### src/hw/rtl/tcs_pkg.sv
// ----------------------------------------------------------------------------
// Contour slicer package
// Shared types and constants of the triangle contour slicer.
// ----------------------------------------------------------------------------
package tcs_pkg;

    localparam int COORD_W     = 32;
    localparam int ORD_W       = 20;
    localparam int INTERVAL_W  = 31;
    localparam int VERTEX_W    = 3 * COORD_W + ORD_W;
    localparam int IN_FIELDS_W = 3 * VERTEX_W;
    localparam int IN_TDATA_W  = ((IN_FIELDS_W + 7) / 8) * 8;
    localparam int OUT_TDATA_W = 5 * COORD_W;
    localparam int APB_ADDR_W  = 4;
    localparam int APB_DATA_W  = 32;

    // Restoring divider: one quotient bit per cycle.
    localparam int DIV_STEPS = COORD_W;
    localparam int CNT_W     = $clog2(DIV_STEPS);

    localparam logic [INTERVAL_W-1:0] INTERVAL_RESET = INTERVAL_W'(1000);

    // Register indexes (paddr[3:2]).
    localparam logic [1:0] REG_INTERVAL = 2'd0;
    localparam logic [1:0] REG_FIRST    = 2'd1;
    localparam logic [1:0] REG_TOP      = 2'd2;

    // Triangle edges in the order they are cut.
    localparam logic [1:0] EDGE_AB = 2'd0;
    localparam logic [1:0] EDGE_BC = 2'd1;
    localparam logic [1:0] EDGE_CA = 2'd2;

    typedef enum logic [3:0] {
        ST_IDLE,
        ST_LEVEL,
        ST_EDGE,
        ST_OPS,
        ST_MUL,
        ST_DIV,
        ST_ROUND,
        ST_DECIDE,
        ST_FLUSH
    } t_state;

endpackage

### src/hw/rtl/triangle_contour_slicer_unit.sv
// ----------------------------------------------------------------------------
// Triangle contour slicer
// A triangle is taken while idle. A level outside its height range is
// passed over; inside it, each edge crossed gives an x and a y coordinate,
// both worked out in the shared bit-serial divider. A flush ends the
// triangle; one triangle is worked on at a time.
// Reset (synchronous, active low) idles the sequencer, empties the output
// register and loads interval 1000, first level 0 and top level 0.
// ----------------------------------------------------------------------------
module triangle_contour_slicer_unit #(
    parameter int MAX_LEVELS = 64
) (
    input  logic                              i_clk,
    input  logic                              i_rst_n,
    input  logic                              s_axis_tvalid,
    output logic                              s_axis_tready,
    // a_x, a_y, a_height, a_order, b_x, b_y, b_height, b_order,
    // c_x, c_y, c_height, c_order, zero fill
    input  logic [tcs_pkg::IN_TDATA_W-1:0]    s_axis_tdata,
    output logic                              m_axis_tvalid,
    input  logic                              m_axis_tready,
    // level, start_x, start_y, end_x, end_y
    output logic [tcs_pkg::OUT_TDATA_W-1:0]   m_axis_tdata,
    // final_res
    output logic                              m_axis_tlast,
    input  logic                              psel,
    input  logic                              penable,
    input  logic                              pwrite,
    input  logic [tcs_pkg::APB_ADDR_W-1:0]    paddr,
    input  logic [tcs_pkg::APB_DATA_W-1:0]    pwdata,
    output logic [tcs_pkg::APB_DATA_W-1:0]    prdata,
    output logic                              pready
);

    localparam int CW    = tcs_pkg::COORD_W;
    localparam int KW    = $clog2(MAX_LEVELS + 1);
    localparam int LVL_W = 34 + KW;

    function automatic logic [CW-1:0] mag(input logic [CW:0] v);
        logic [CW:0] t;
        t = v[CW] ? ((CW+1)'(0) - v) : v;
        return t[CW-1:0];
    endfunction

    // Configuration.
    logic [tcs_pkg::INTERVAL_W-1:0] r_interval;
    logic signed [CW-1:0]           r_first;
    logic signed [CW-1:0]           r_top;

    // Triangle.
    logic signed [CW-1:0]            r_x [3];
    logic signed [CW-1:0]            r_y [3];
    logic signed [CW-1:0]            r_h [3];
    logic [tcs_pkg::ORD_W-1:0]       r_ord [3];

    // Sequencer and datapath registers.
    tcs_pkg::t_state r_state, n_state;
    logic signed [LVL_W-1:0] r_lvl, n_lvl;
    logic [KW-1:0]           r_k, n_k;
    logic [1:0]              r_edge, n_edge;
    logic                    r_coord, n_coord;
    logic [1:0]              r_hits, n_hits;
    logic signed [CW-1:0]    r_hx [2];
    logic signed [CW-1:0]    n_hx [2];
    logic signed [CW-1:0]    r_hy [2];
    logic signed [CW-1:0]    n_hy [2];
    logic [CW-1:0]           r_ud, n_ud;
    logic [CW-1:0]           r_un, n_un;
    logic [CW-1:0]           r_us, n_us;
    logic                    r_neg, n_neg;
    logic signed [CW-1:0]    r_pa, n_pa;
    logic [CW-1:0]           r_rem, n_rem;
    logic [CW-1:0]           r_quo, n_quo;
    logic [tcs_pkg::CNT_W-1:0] r_cnt, n_cnt;
    logic                    r_pend_valid, n_pend_valid;
    logic [tcs_pkg::OUT_TDATA_W-1:0] r_pend, n_pend;
    logic                    r_out_valid, n_out_valid;
    logic [tcs_pkg::OUT_TDATA_W-1:0] r_out_data, n_out_data;
    logic                    r_out_last, n_out_last;

    // Combinational helpers.
    logic                    in_fire;
    logic                    out_free;
    logic                    cfg_write;
    logic signed [LVL_W-1:0] top_ext;
    logic signed [LVL_W-1:0] lvl_next;
    logic signed [CW-1:0]    lvl32;
    logic                    lvl_done;
    logic                    any_le;
    logic                    any_ge;
    logic                    in_range;
    logic [1:0]              e_i;
    logic [1:0]              j_i;
    logic [1:0]              f_i;
    logic [1:0]              t_i;
    logic signed [CW-1:0]    ha;
    logic signed [CW-1:0]    hb;
    logic                    edge_skip;
    logic signed [CW-1:0]    pa;
    logic signed [CW-1:0]    pb;
    logic [CW:0]             d_p;
    logic [CW:0]             d_n;
    logic [CW:0]             d_s;
    logic [2*CW-1:0]         prod;
    logic [CW:0]             div_sh;
    logic [CW:0]             div_diff;
    logic                    div_ge;
    logic                    rnd;
    logic [CW+1:0]           q_rnd;
    logic [CW+1:0]           pa_ext;
    logic [CW+1:0]           res;
    logic                    seg_ok;
    logic                    out_load;
    logic                    out_last_val;
    logic [tcs_pkg::OUT_TDATA_W-1:0] new_seg;

    assign in_fire   = s_axis_tvalid && s_axis_tready;
    assign out_free  = !r_out_valid || m_axis_tready;
    assign cfg_write = psel && penable && pwrite && pready;

    assign s_axis_tready = (r_state == tcs_pkg::ST_IDLE);
    assign m_axis_tvalid = r_out_valid;
    assign m_axis_tdata  = r_out_data;
    assign m_axis_tlast  = r_out_last;
    assign pready        = 1'b1;

    always_comb begin
        unique case (paddr[3:2])
            tcs_pkg::REG_INTERVAL: prdata = {1'b0, r_interval};
            tcs_pkg::REG_FIRST:    prdata = r_first;
            tcs_pkg::REG_TOP:      prdata = r_top;
            default:               prdata = '0;
        endcase
    end

    // Level bookkeeping.
    assign top_ext  = {{(LVL_W-CW){r_top[CW-1]}}, r_top};
    assign lvl_next = r_lvl + {{(LVL_W-tcs_pkg::INTERVAL_W){1'b0}}, r_interval};
    assign lvl32    = r_lvl[CW-1:0];
    assign lvl_done = (r_k == KW'(MAX_LEVELS)) || (r_lvl > top_ext);

    always_comb begin
        any_le = 1'b0;
        any_ge = 1'b0;
        for (int v = 0; v < 3; v++) begin
            if ($signed({{(LVL_W-CW){r_h[v][CW-1]}}, r_h[v]}) <= r_lvl) any_le = 1'b1;
            if ($signed({{(LVL_W-CW){r_h[v][CW-1]}}, r_h[v]}) >= r_lvl) any_ge = 1'b1;
        end
    end
    assign in_range = any_le && any_ge;

    // Edge endpoints.
    always_comb begin
        unique case (r_edge)
            tcs_pkg::EDGE_AB: begin
                e_i = 2'd0;
                j_i = 2'd1;
            end
            tcs_pkg::EDGE_BC: begin
                e_i = 2'd1;
                j_i = 2'd2;
            end
            tcs_pkg::EDGE_CA: begin
                e_i = 2'd2;
                j_i = 2'd0;
            end
            default: begin
                e_i = 2'd0;
                j_i = 2'd1;
            end
        endcase
    end

    assign ha        = r_h[e_i];
    assign hb        = r_h[j_i];
    assign edge_skip = (ha < lvl32 && hb < lvl32) || (ha > lvl32 && hb > lvl32)
                       || (ha == hb);

    // Interpolate from the endpoint with the lower order number; on a tie from
    // the second endpoint of the edge.
    assign f_i = (r_ord[e_i] < r_ord[j_i]) ? e_i : j_i;
    assign t_i = (r_ord[e_i] < r_ord[j_i]) ? j_i : e_i;
    assign pa  = r_coord ? r_y[f_i] : r_x[f_i];
    assign pb  = r_coord ? r_y[t_i] : r_x[t_i];
    assign d_p = {pb[CW-1], pb} - {pa[CW-1], pa};
    assign d_n = {lvl32[CW-1], lvl32} - {r_h[f_i][CW-1], r_h[f_i]};
    assign d_s = {r_h[t_i][CW-1], r_h[t_i]} - {r_h[f_i][CW-1], r_h[f_i]};

    assign prod = r_ud * r_un;

    // The quotient fits in CW bits, so the high product half starts as the
    // partial remainder and stays below the divisor.
    assign div_sh   = {r_rem, r_quo[CW-1]};
    assign div_ge   = div_sh >= {1'b0, r_us};
    assign div_diff = div_sh - {1'b0, r_us};

    // Round half away from zero: bump the magnitude when 2r >= divisor.
    assign rnd    = {r_rem, 1'b0} >= {1'b0, r_us};
    assign q_rnd  = {2'b00, r_quo} + (CW+2)'(rnd);
    assign pa_ext = {{2{r_pa[CW-1]}}, r_pa};
    assign res    = r_neg ? (pa_ext - q_rnd) : (pa_ext + q_rnd);

    assign seg_ok  = (r_hits == 2'd2) && ((r_hx[0] != r_hx[1]) || (r_hy[0] != r_hy[1]));
    assign new_seg = {r_hy[1], r_hx[1], r_hy[0], r_hx[0], lvl32};

    // Next state.
    always_comb begin
        n_state = r_state;
        unique case (r_state)
            tcs_pkg::ST_IDLE: begin
                if (in_fire) begin
                    n_state = (r_interval == '0) ? tcs_pkg::ST_FLUSH : tcs_pkg::ST_LEVEL;
                end
            end
            tcs_pkg::ST_LEVEL: begin
                if (lvl_done) begin
                    n_state = tcs_pkg::ST_FLUSH;
                end else if (in_range) begin
                    n_state = tcs_pkg::ST_EDGE;
                end
            end
            tcs_pkg::ST_EDGE: begin
                if (!edge_skip) begin
                    n_state = tcs_pkg::ST_OPS;
                end else if (r_edge == tcs_pkg::EDGE_CA) begin
                    n_state = tcs_pkg::ST_DECIDE;
                end
            end
            tcs_pkg::ST_OPS: n_state = tcs_pkg::ST_MUL;
            tcs_pkg::ST_MUL: n_state = tcs_pkg::ST_DIV;
            tcs_pkg::ST_DIV: begin
                if (r_cnt == tcs_pkg::CNT_W'(tcs_pkg::DIV_STEPS - 1)) begin
                    n_state = tcs_pkg::ST_ROUND;
                end
            end
            tcs_pkg::ST_ROUND: begin
                if (!r_coord) begin
                    n_state = tcs_pkg::ST_OPS;
                end else if (r_edge == tcs_pkg::EDGE_CA) begin
                    n_state = tcs_pkg::ST_DECIDE;
                end else begin
                    n_state = tcs_pkg::ST_EDGE;
                end
            end
            tcs_pkg::ST_DECIDE: begin
                if (!(seg_ok && r_pend_valid && !out_free)) begin
                    n_state = tcs_pkg::ST_LEVEL;
                end
            end
            tcs_pkg::ST_FLUSH: begin
                if (!(r_pend_valid && !out_free)) begin
                    n_state = tcs_pkg::ST_IDLE;
                end
            end
            default: n_state = tcs_pkg::ST_IDLE;
        endcase
    end

    // Datapath and outputs.
    always_comb begin
        n_lvl        = r_lvl;
        n_k          = r_k;
        n_edge       = r_edge;
        n_coord      = r_coord;
        n_hits       = r_hits;
        n_hx         = r_hx;
        n_hy         = r_hy;
        n_ud         = r_ud;
        n_un         = r_un;
        n_us         = r_us;
        n_neg        = r_neg;
        n_pa         = r_pa;
        n_rem        = r_rem;
        n_quo        = r_quo;
        n_cnt        = r_cnt;
        n_pend_valid = r_pend_valid;
        n_pend       = r_pend;
        out_load     = 1'b0;
        out_last_val = 1'b0;
        unique case (r_state)
            tcs_pkg::ST_IDLE: begin
                if (in_fire) begin
                    n_lvl        = {{(LVL_W-CW){r_first[CW-1]}}, r_first};
                    n_k          = '0;
                    n_pend_valid = 1'b0;
                end
            end
            tcs_pkg::ST_LEVEL: begin
                if (!lvl_done) begin
                    if (in_range) begin
                        n_edge = tcs_pkg::EDGE_AB;
                        n_hits = '0;
                    end else begin
                        n_lvl = lvl_next;
                        n_k   = r_k + KW'(1);
                    end
                end
            end
            tcs_pkg::ST_EDGE: begin
                if (!edge_skip) begin
                    n_coord = 1'b0;
                end else if (r_edge != tcs_pkg::EDGE_CA) begin
                    n_edge = r_edge + 2'd1;
                end
            end
            tcs_pkg::ST_OPS: begin
                n_ud  = mag(d_p);
                n_un  = mag(d_n);
                n_us  = mag(d_s);
                n_neg = d_p[CW] ^ d_n[CW] ^ d_s[CW];
                n_pa  = pa;
            end
            tcs_pkg::ST_MUL: begin
                n_rem = prod[2*CW-1:CW];
                n_quo = prod[CW-1:0];
                n_cnt = '0;
            end
            tcs_pkg::ST_DIV: begin
                n_rem = div_ge ? div_diff[CW-1:0] : div_sh[CW-1:0];
                n_quo = {r_quo[CW-2:0], div_ge};
                n_cnt = r_cnt + tcs_pkg::CNT_W'(1);
            end
            tcs_pkg::ST_ROUND: begin
                // Only the first two crossings are kept; a third one just counts.
                if (r_hits < 2'd2) begin
                    if (r_coord) begin
                        n_hy[r_hits[0]] = res[CW-1:0];
                    end else begin
                        n_hx[r_hits[0]] = res[CW-1:0];
                    end
                end
                if (!r_coord) begin
                    n_coord = 1'b1;
                end else begin
                    n_coord = 1'b0;
                    n_hits  = r_hits + 2'd1;
                    if (r_edge != tcs_pkg::EDGE_CA) begin
                        n_edge = r_edge + 2'd1;
                    end
                end
            end
            tcs_pkg::ST_DECIDE: begin
                // A segment waits in the pending slot until the next one, or
                // the end of the triangle, tells whether it is the last.
                if (!(seg_ok && r_pend_valid && !out_free)) begin
                    if (seg_ok) begin
                        out_load     = r_pend_valid;
                        n_pend       = new_seg;
                        n_pend_valid = 1'b1;
                    end
                    n_lvl = lvl_next;
                    n_k   = r_k + KW'(1);
                end
            end
            tcs_pkg::ST_FLUSH: begin
                if (r_pend_valid && out_free) begin
                    out_load     = 1'b1;
                    out_last_val = 1'b1;
                    n_pend_valid = 1'b0;
                end
            end
            default: begin
            end
        endcase

        n_out_valid = out_load || (r_out_valid && !m_axis_tready);
        n_out_data  = out_load ? r_pend : r_out_data;
        n_out_last  = out_load ? out_last_val : r_out_last;
    end

    // Control state.
    always_ff @(posedge i_clk) begin
        if (!i_rst_n) begin
            r_state      <= tcs_pkg::ST_IDLE;
            r_pend_valid <= 1'b0;
            r_out_valid  <= 1'b0;
            r_interval   <= tcs_pkg::INTERVAL_RESET;
            r_first      <= '0;
            r_top        <= '0;
        end else begin
            r_state      <= n_state;
            r_pend_valid <= n_pend_valid;
            r_out_valid  <= n_out_valid;
            if (cfg_write) begin
                unique case (paddr[3:2])
                    tcs_pkg::REG_INTERVAL: r_interval <= pwdata[tcs_pkg::INTERVAL_W-1:0];
                    tcs_pkg::REG_FIRST:    r_first    <= pwdata;
                    tcs_pkg::REG_TOP:      r_top      <= pwdata;
                    default: begin
                    end
                endcase
            end
        end
    end

    // Payload.
    always_ff @(posedge i_clk) begin
        if (in_fire) begin
            for (int v = 0; v < 3; v++) begin
                r_x[v]   <= s_axis_tdata[v*tcs_pkg::VERTEX_W +: CW];
                r_y[v]   <= s_axis_tdata[v*tcs_pkg::VERTEX_W + CW +: CW];
                r_h[v]   <= s_axis_tdata[v*tcs_pkg::VERTEX_W + 2*CW +: CW];
                r_ord[v] <= s_axis_tdata[v*tcs_pkg::VERTEX_W + 3*CW +: tcs_pkg::ORD_W];
            end
        end
        r_lvl      <= n_lvl;
        r_k        <= n_k;
        r_edge     <= n_edge;
        r_coord    <= n_coord;
        r_hits     <= n_hits;
        r_hx       <= n_hx;
        r_hy       <= n_hy;
        r_ud       <= n_ud;
        r_un       <= n_un;
        r_us       <= n_us;
        r_neg      <= n_neg;
        r_pa       <= n_pa;
        r_rem      <= n_rem;
        r_quo      <= n_quo;
        r_cnt      <= n_cnt;
        r_pend     <= n_pend;
        r_out_data <= n_out_data;
        r_out_last <= n_out_last;
    end

endmodule

### config.mk
export PLATFORM = sky130hd
export DESIGN_NAME = triangle_contour_slicer_unit
export DESIGN_NICKNAME = d
export VERILOG_FILES = /design/src/hw/rtl/tcs_pkg.sv /design/src/hw/rtl/triangle_contour_slicer_unit.sv
export SDC_FILE = /design/constraint.sdc
export NUM_CORES = 2
export LEC_CHECK = 0
export BUFFER_PORTS_ARGS = -buffer_cell sky130_fd_sc_hd__buf_2
export CAP_MARGIN = 20
export CORE_MARGIN = 2
export CORE_UTILIZATION = 30
export CTS_BUF_LIST = sky130_fd_sc_hd__clkbuf_4
export DETAILED_ROUTE_END_ITERATION = 10
export SLEW_MARGIN = 15
export SYNTH_ARGS = -nofsm -noshare
export SYNTH_HDL_FRONTEND = slang
export SYNTH_SLANG_ARGS = --single-unit
### constraint.sdc
create_clock -name i_clk -period 15.6 [get_ports i_clk]
set_clock_uncertainty 0.1 [all_clocks]
set_input_delay 0.78 -clock i_clk [delete_from_list [all_inputs] [get_ports i_clk]]
set_output_delay 0.78 -clock i_clk [all_outputs]
set_load 0.01 [all_outputs]
==> results.ini <==
[status]
status = completed

[sta]
min_period_ps = 10690
period_share_pct = 68.6
tightest_slew_ps = 1360
grt_setup_unrepaired = false
maxSlewViolCount = 0
timing.setup.tns_ps = 0
max_freq_mhz = 93.5
hold_viol = 0
max_slew_margin_pct = 9.18
setup_viol = 0

[grt]
first_global_vias = 79100
grt_util_met2_pct = 31.1
grt_use_met1_pct = 25.6
top_usage_layer = met2
antenna_found_initial = 50
grt_max_degree = 87
grt_overflow = 0
grt_pass1_wl_um = 495000
use_met3_pct = 3.43
grt_use_total_pct = 19.5

[job]
maxCapViolations = 0

[critical_path]
cpMostUsedCell = buf_4
cp-end-kind = flop
crit_type = reg -> reg
r2r_end = r_ud[31]
cp.arrival_ps = 11640
rr_worst_depth = 32
rr_startpoint = r_edge[1]
worst-path-max-fanout = 65
reg2reg_slack_ps = 4910
crit_slowest_cell = buf_4
cp_data_required_time_ps = 16550
slowest_delay_ps = 760
start_kind = flop

[layout]
nNetsFinal = 13100
area_delta_synth_final_pct = 19.4
instances_no_fill = 15700
layout-drive-gt1-share_pct = 11.9

[route]
vias_per_cell = 5.04
wl_um = 330000
wl_per_cell_um = 21.0
vias = 79000
drc = 0
drt_iter0_drc = 6821
detail-route-antenna-nets = 0
drt_first_pass_iters = 6

[synthesis]
synth_top_family_by_area = adder cells
synth_largest_area_cell = edfxtp_1
avgSynthCellArea_sq_um = 10.1
async_flop_share_pct = 0
yosysSeqAreaShare_pct = 33.9
synth_compound_area_share_pct = 11.8
synth.top_cell.area_share_pct = 31.8
syn_inst = 9807
synth_edf_count = 1048
synth_xor_area_share_pct = 4.52
synth_warnings = 0
synth_fp_nets = 11800
synth-simple-area-share_pct = 14.1
ys_top_cells_by_area = edfxtp_1 32%, fa_1 18%, ha_1 9.0%
ys_types = 110
dominantRegCellSynth = edfxtp_1
muxShareOfSynthArea_pct = 2.26
syn_area_sq_um = 98900
synth_seq_cells = 1149
synth_fa_ha_area_share_pct = 27.3

[placed_design]
dp_cells = 14400
io_buffers = 583
dp_hpwl_um = 245000
finalWeightedCongestion = 0.967

[cts]
ctsResizeCount = 0
clk_latency_ps = 1380
htree_levels = 5
clk_pin_slew_ps = 70
clock_sinks = 1149
clock_path_buffers = 4
cts_tree = built
root_buffer = clkbuf_4
cts_made_buffers = 313

[floorplan]
die_x_um = 578
core_area_sq_um = 328000
io-pin-count = 591
die_h_um = 578
fp.dieArea_sq_um = 334000
rows = 210
start_util_pct = 30.2

[min_path]
hold_class = in -> reg
hold_start = s_axis_tdata[47]
hold_depth = 2
whs_endpoint = r_y[0][15]

cell families after synthesis:
kind of cell	Yosys count
AOI/OAI and AO/OA	1832
buffers and inverters	1608
other	1
adders and majority gates	1616
DFF	1149
muxes	222
xor gates and xnor gates	507
and+or+nand+nor	2872
layer usage:
metal | part of all wire (%) | vias to the layer above
met5 | 0.048 | -
li1 | - | 36300
met1 | 42 | 38700
met2 | 46 | 3351
met3 | 7.2 | 689
met4 | 5.1 | 26
repair_timing:
item	4_1_cts	5_1_grt
buffers inserted	0	0
hold buffers	734	0
hold endpoints to repair	478	0
setup endpoints to repair	0	0
metrics by stage:
stage                     cell area, sq um  hold WS (ps)  setup WS [ps]  util (%)
after global placement              107000           302           5220      32.6
final                               118000           177           4910      36.0
after floorplan                      98900           300           2010         -
after detailed placement            107000           305           5170      32.6
after global routing                118000          69.7           4220      36.0
after CTS                           118000        0.0621           5070      36.0
critical path: cells and delay by family, from the launching register on:
kind	cells	cell delay [ps]
AOI/OAI and AO/OA	14	2630
xor gates and xnor gates	2	280
adders and majority gates	3	1250
buffers and inverters	6	3330
DFF	1	440
muxes	2	570
and+or+nand+nor	5	1630
cell type report:
type | count | area, sq um
multi-input cells | 7050 | 59600
repair buffers | 1475 | 11500
flip-flops and latches | 1149 | 33500
diodes | 25 | 62.6
clock buffers | 429 | 3220
clock inverters | 98 | 677
fillers | 32400 | 210000
inverters | 1100 | 4130
well taps | 4346 | 5440
cells in the mapped netlist (56+ instances only):
master / instances
ha_1: 714
nor2_1: 487
xor2_1: 177
a21oi_1: 529
nor3_1: 122
nand4_1: 119
clkbuf_1: 432
xnor2_1: 328
and3_1: 56
a21o_1: 198
nand2_1: 1075
inv_1: 1099
o21ai_0: 398
edfxtp_1: 1048
dfxtp_1: 101
o22ai_1: 108
a31oi_1: 72
fa_1: 902
o221ai_1: 66
and2_1: 627
mux2i_1: 215
nor4_1: 64
o31ai_1: 56
nand3_1: 92
o21a_1: 65
flip-flops by register name (all words and copies together) (netlist names), 31 cells and up:
register,count
r_first,32
r_rem,32
r_us,32
r_pend,160
m_axis_tdata,160
r_un,32
r_ud,32
r_ord,60
r_lvl,41
r_y,96
r_pa,32
r_x,96
r_interval,31
new_seg,128
r_h,96
r_top,32
r_quo,32
cells in the final DEF, fill, tap and decap left out, types with 24 or more instances in the layout:
cell type | netlist | layout
o21ai_0 | 398 | 397
nand3_1 | 92 | 92
xnor2_1 | 328 | 321
o31ai_1 | 56 | 56
o211ai_1 | 24 | 24
or3_1 | 51 | 51
nor2b_1 | 55 | 54
edfxtp_1 | 1048 | 1048
dfxtp_1 | 101 | 101
a21o_1 | 198 | 198
nor2_1 | 487 | 484
o21bai_1 | 40 | 40
nor4_1 | 64 | 63
nor3_1 | 122 | 118
fa_1 | 902 | 902
o221ai_1 | 66 | 66
diode_2 | 0 | 25
and2_1 | 627 | 627
dlygate4sd3_1 | 0 | 734
nand2_1 | 1075 | 1074
nand4_1 | 119 | 119
a31o_2 | 26 | 26
xor2_1 | 177 | 176
o21ai_1 | 30 | 29
buf_2 | 26 | 583
o31a_1 | 26 | 25
o21a_1 | 65 | 63
mux2i_1 | 215 | 214
inv_1 | 1099 | 1097
a31oi_1 | 72 | 72
o22ai_1 | 108 | 108
clkinv_1 | 1 | 60
a211oi_1 | 50 | 50
a21oi_1 | 529 | 525
nand2b_1 | 39 | 39
and3_1 | 56 | 55
ha_1 | 714 | 711
clkbuf_4 | 0 | 429
buf_4 | 2 | 158
how the worst max path moves through the flow:
stage	start	to	slack [ps]
6_report	r_edge[1]	r_ud[31]	4910
5_1_grt	r_edge[1]	r_ud[31]	4220
4_1_cts	r_edge[1]	r_ud[31]	5070
3_5_place_dp	r_edge[1]	r_ud[31]	5170
3_3_place_gp	r_edge[1]	r_ud[31]	5220
2_1_floorplan	r_state[3]	r_k[0]	2010
Power is left out: the tool's default activity adds up to more than one toggle a clock period on the data nets, which glitch-free logic cannot reach.
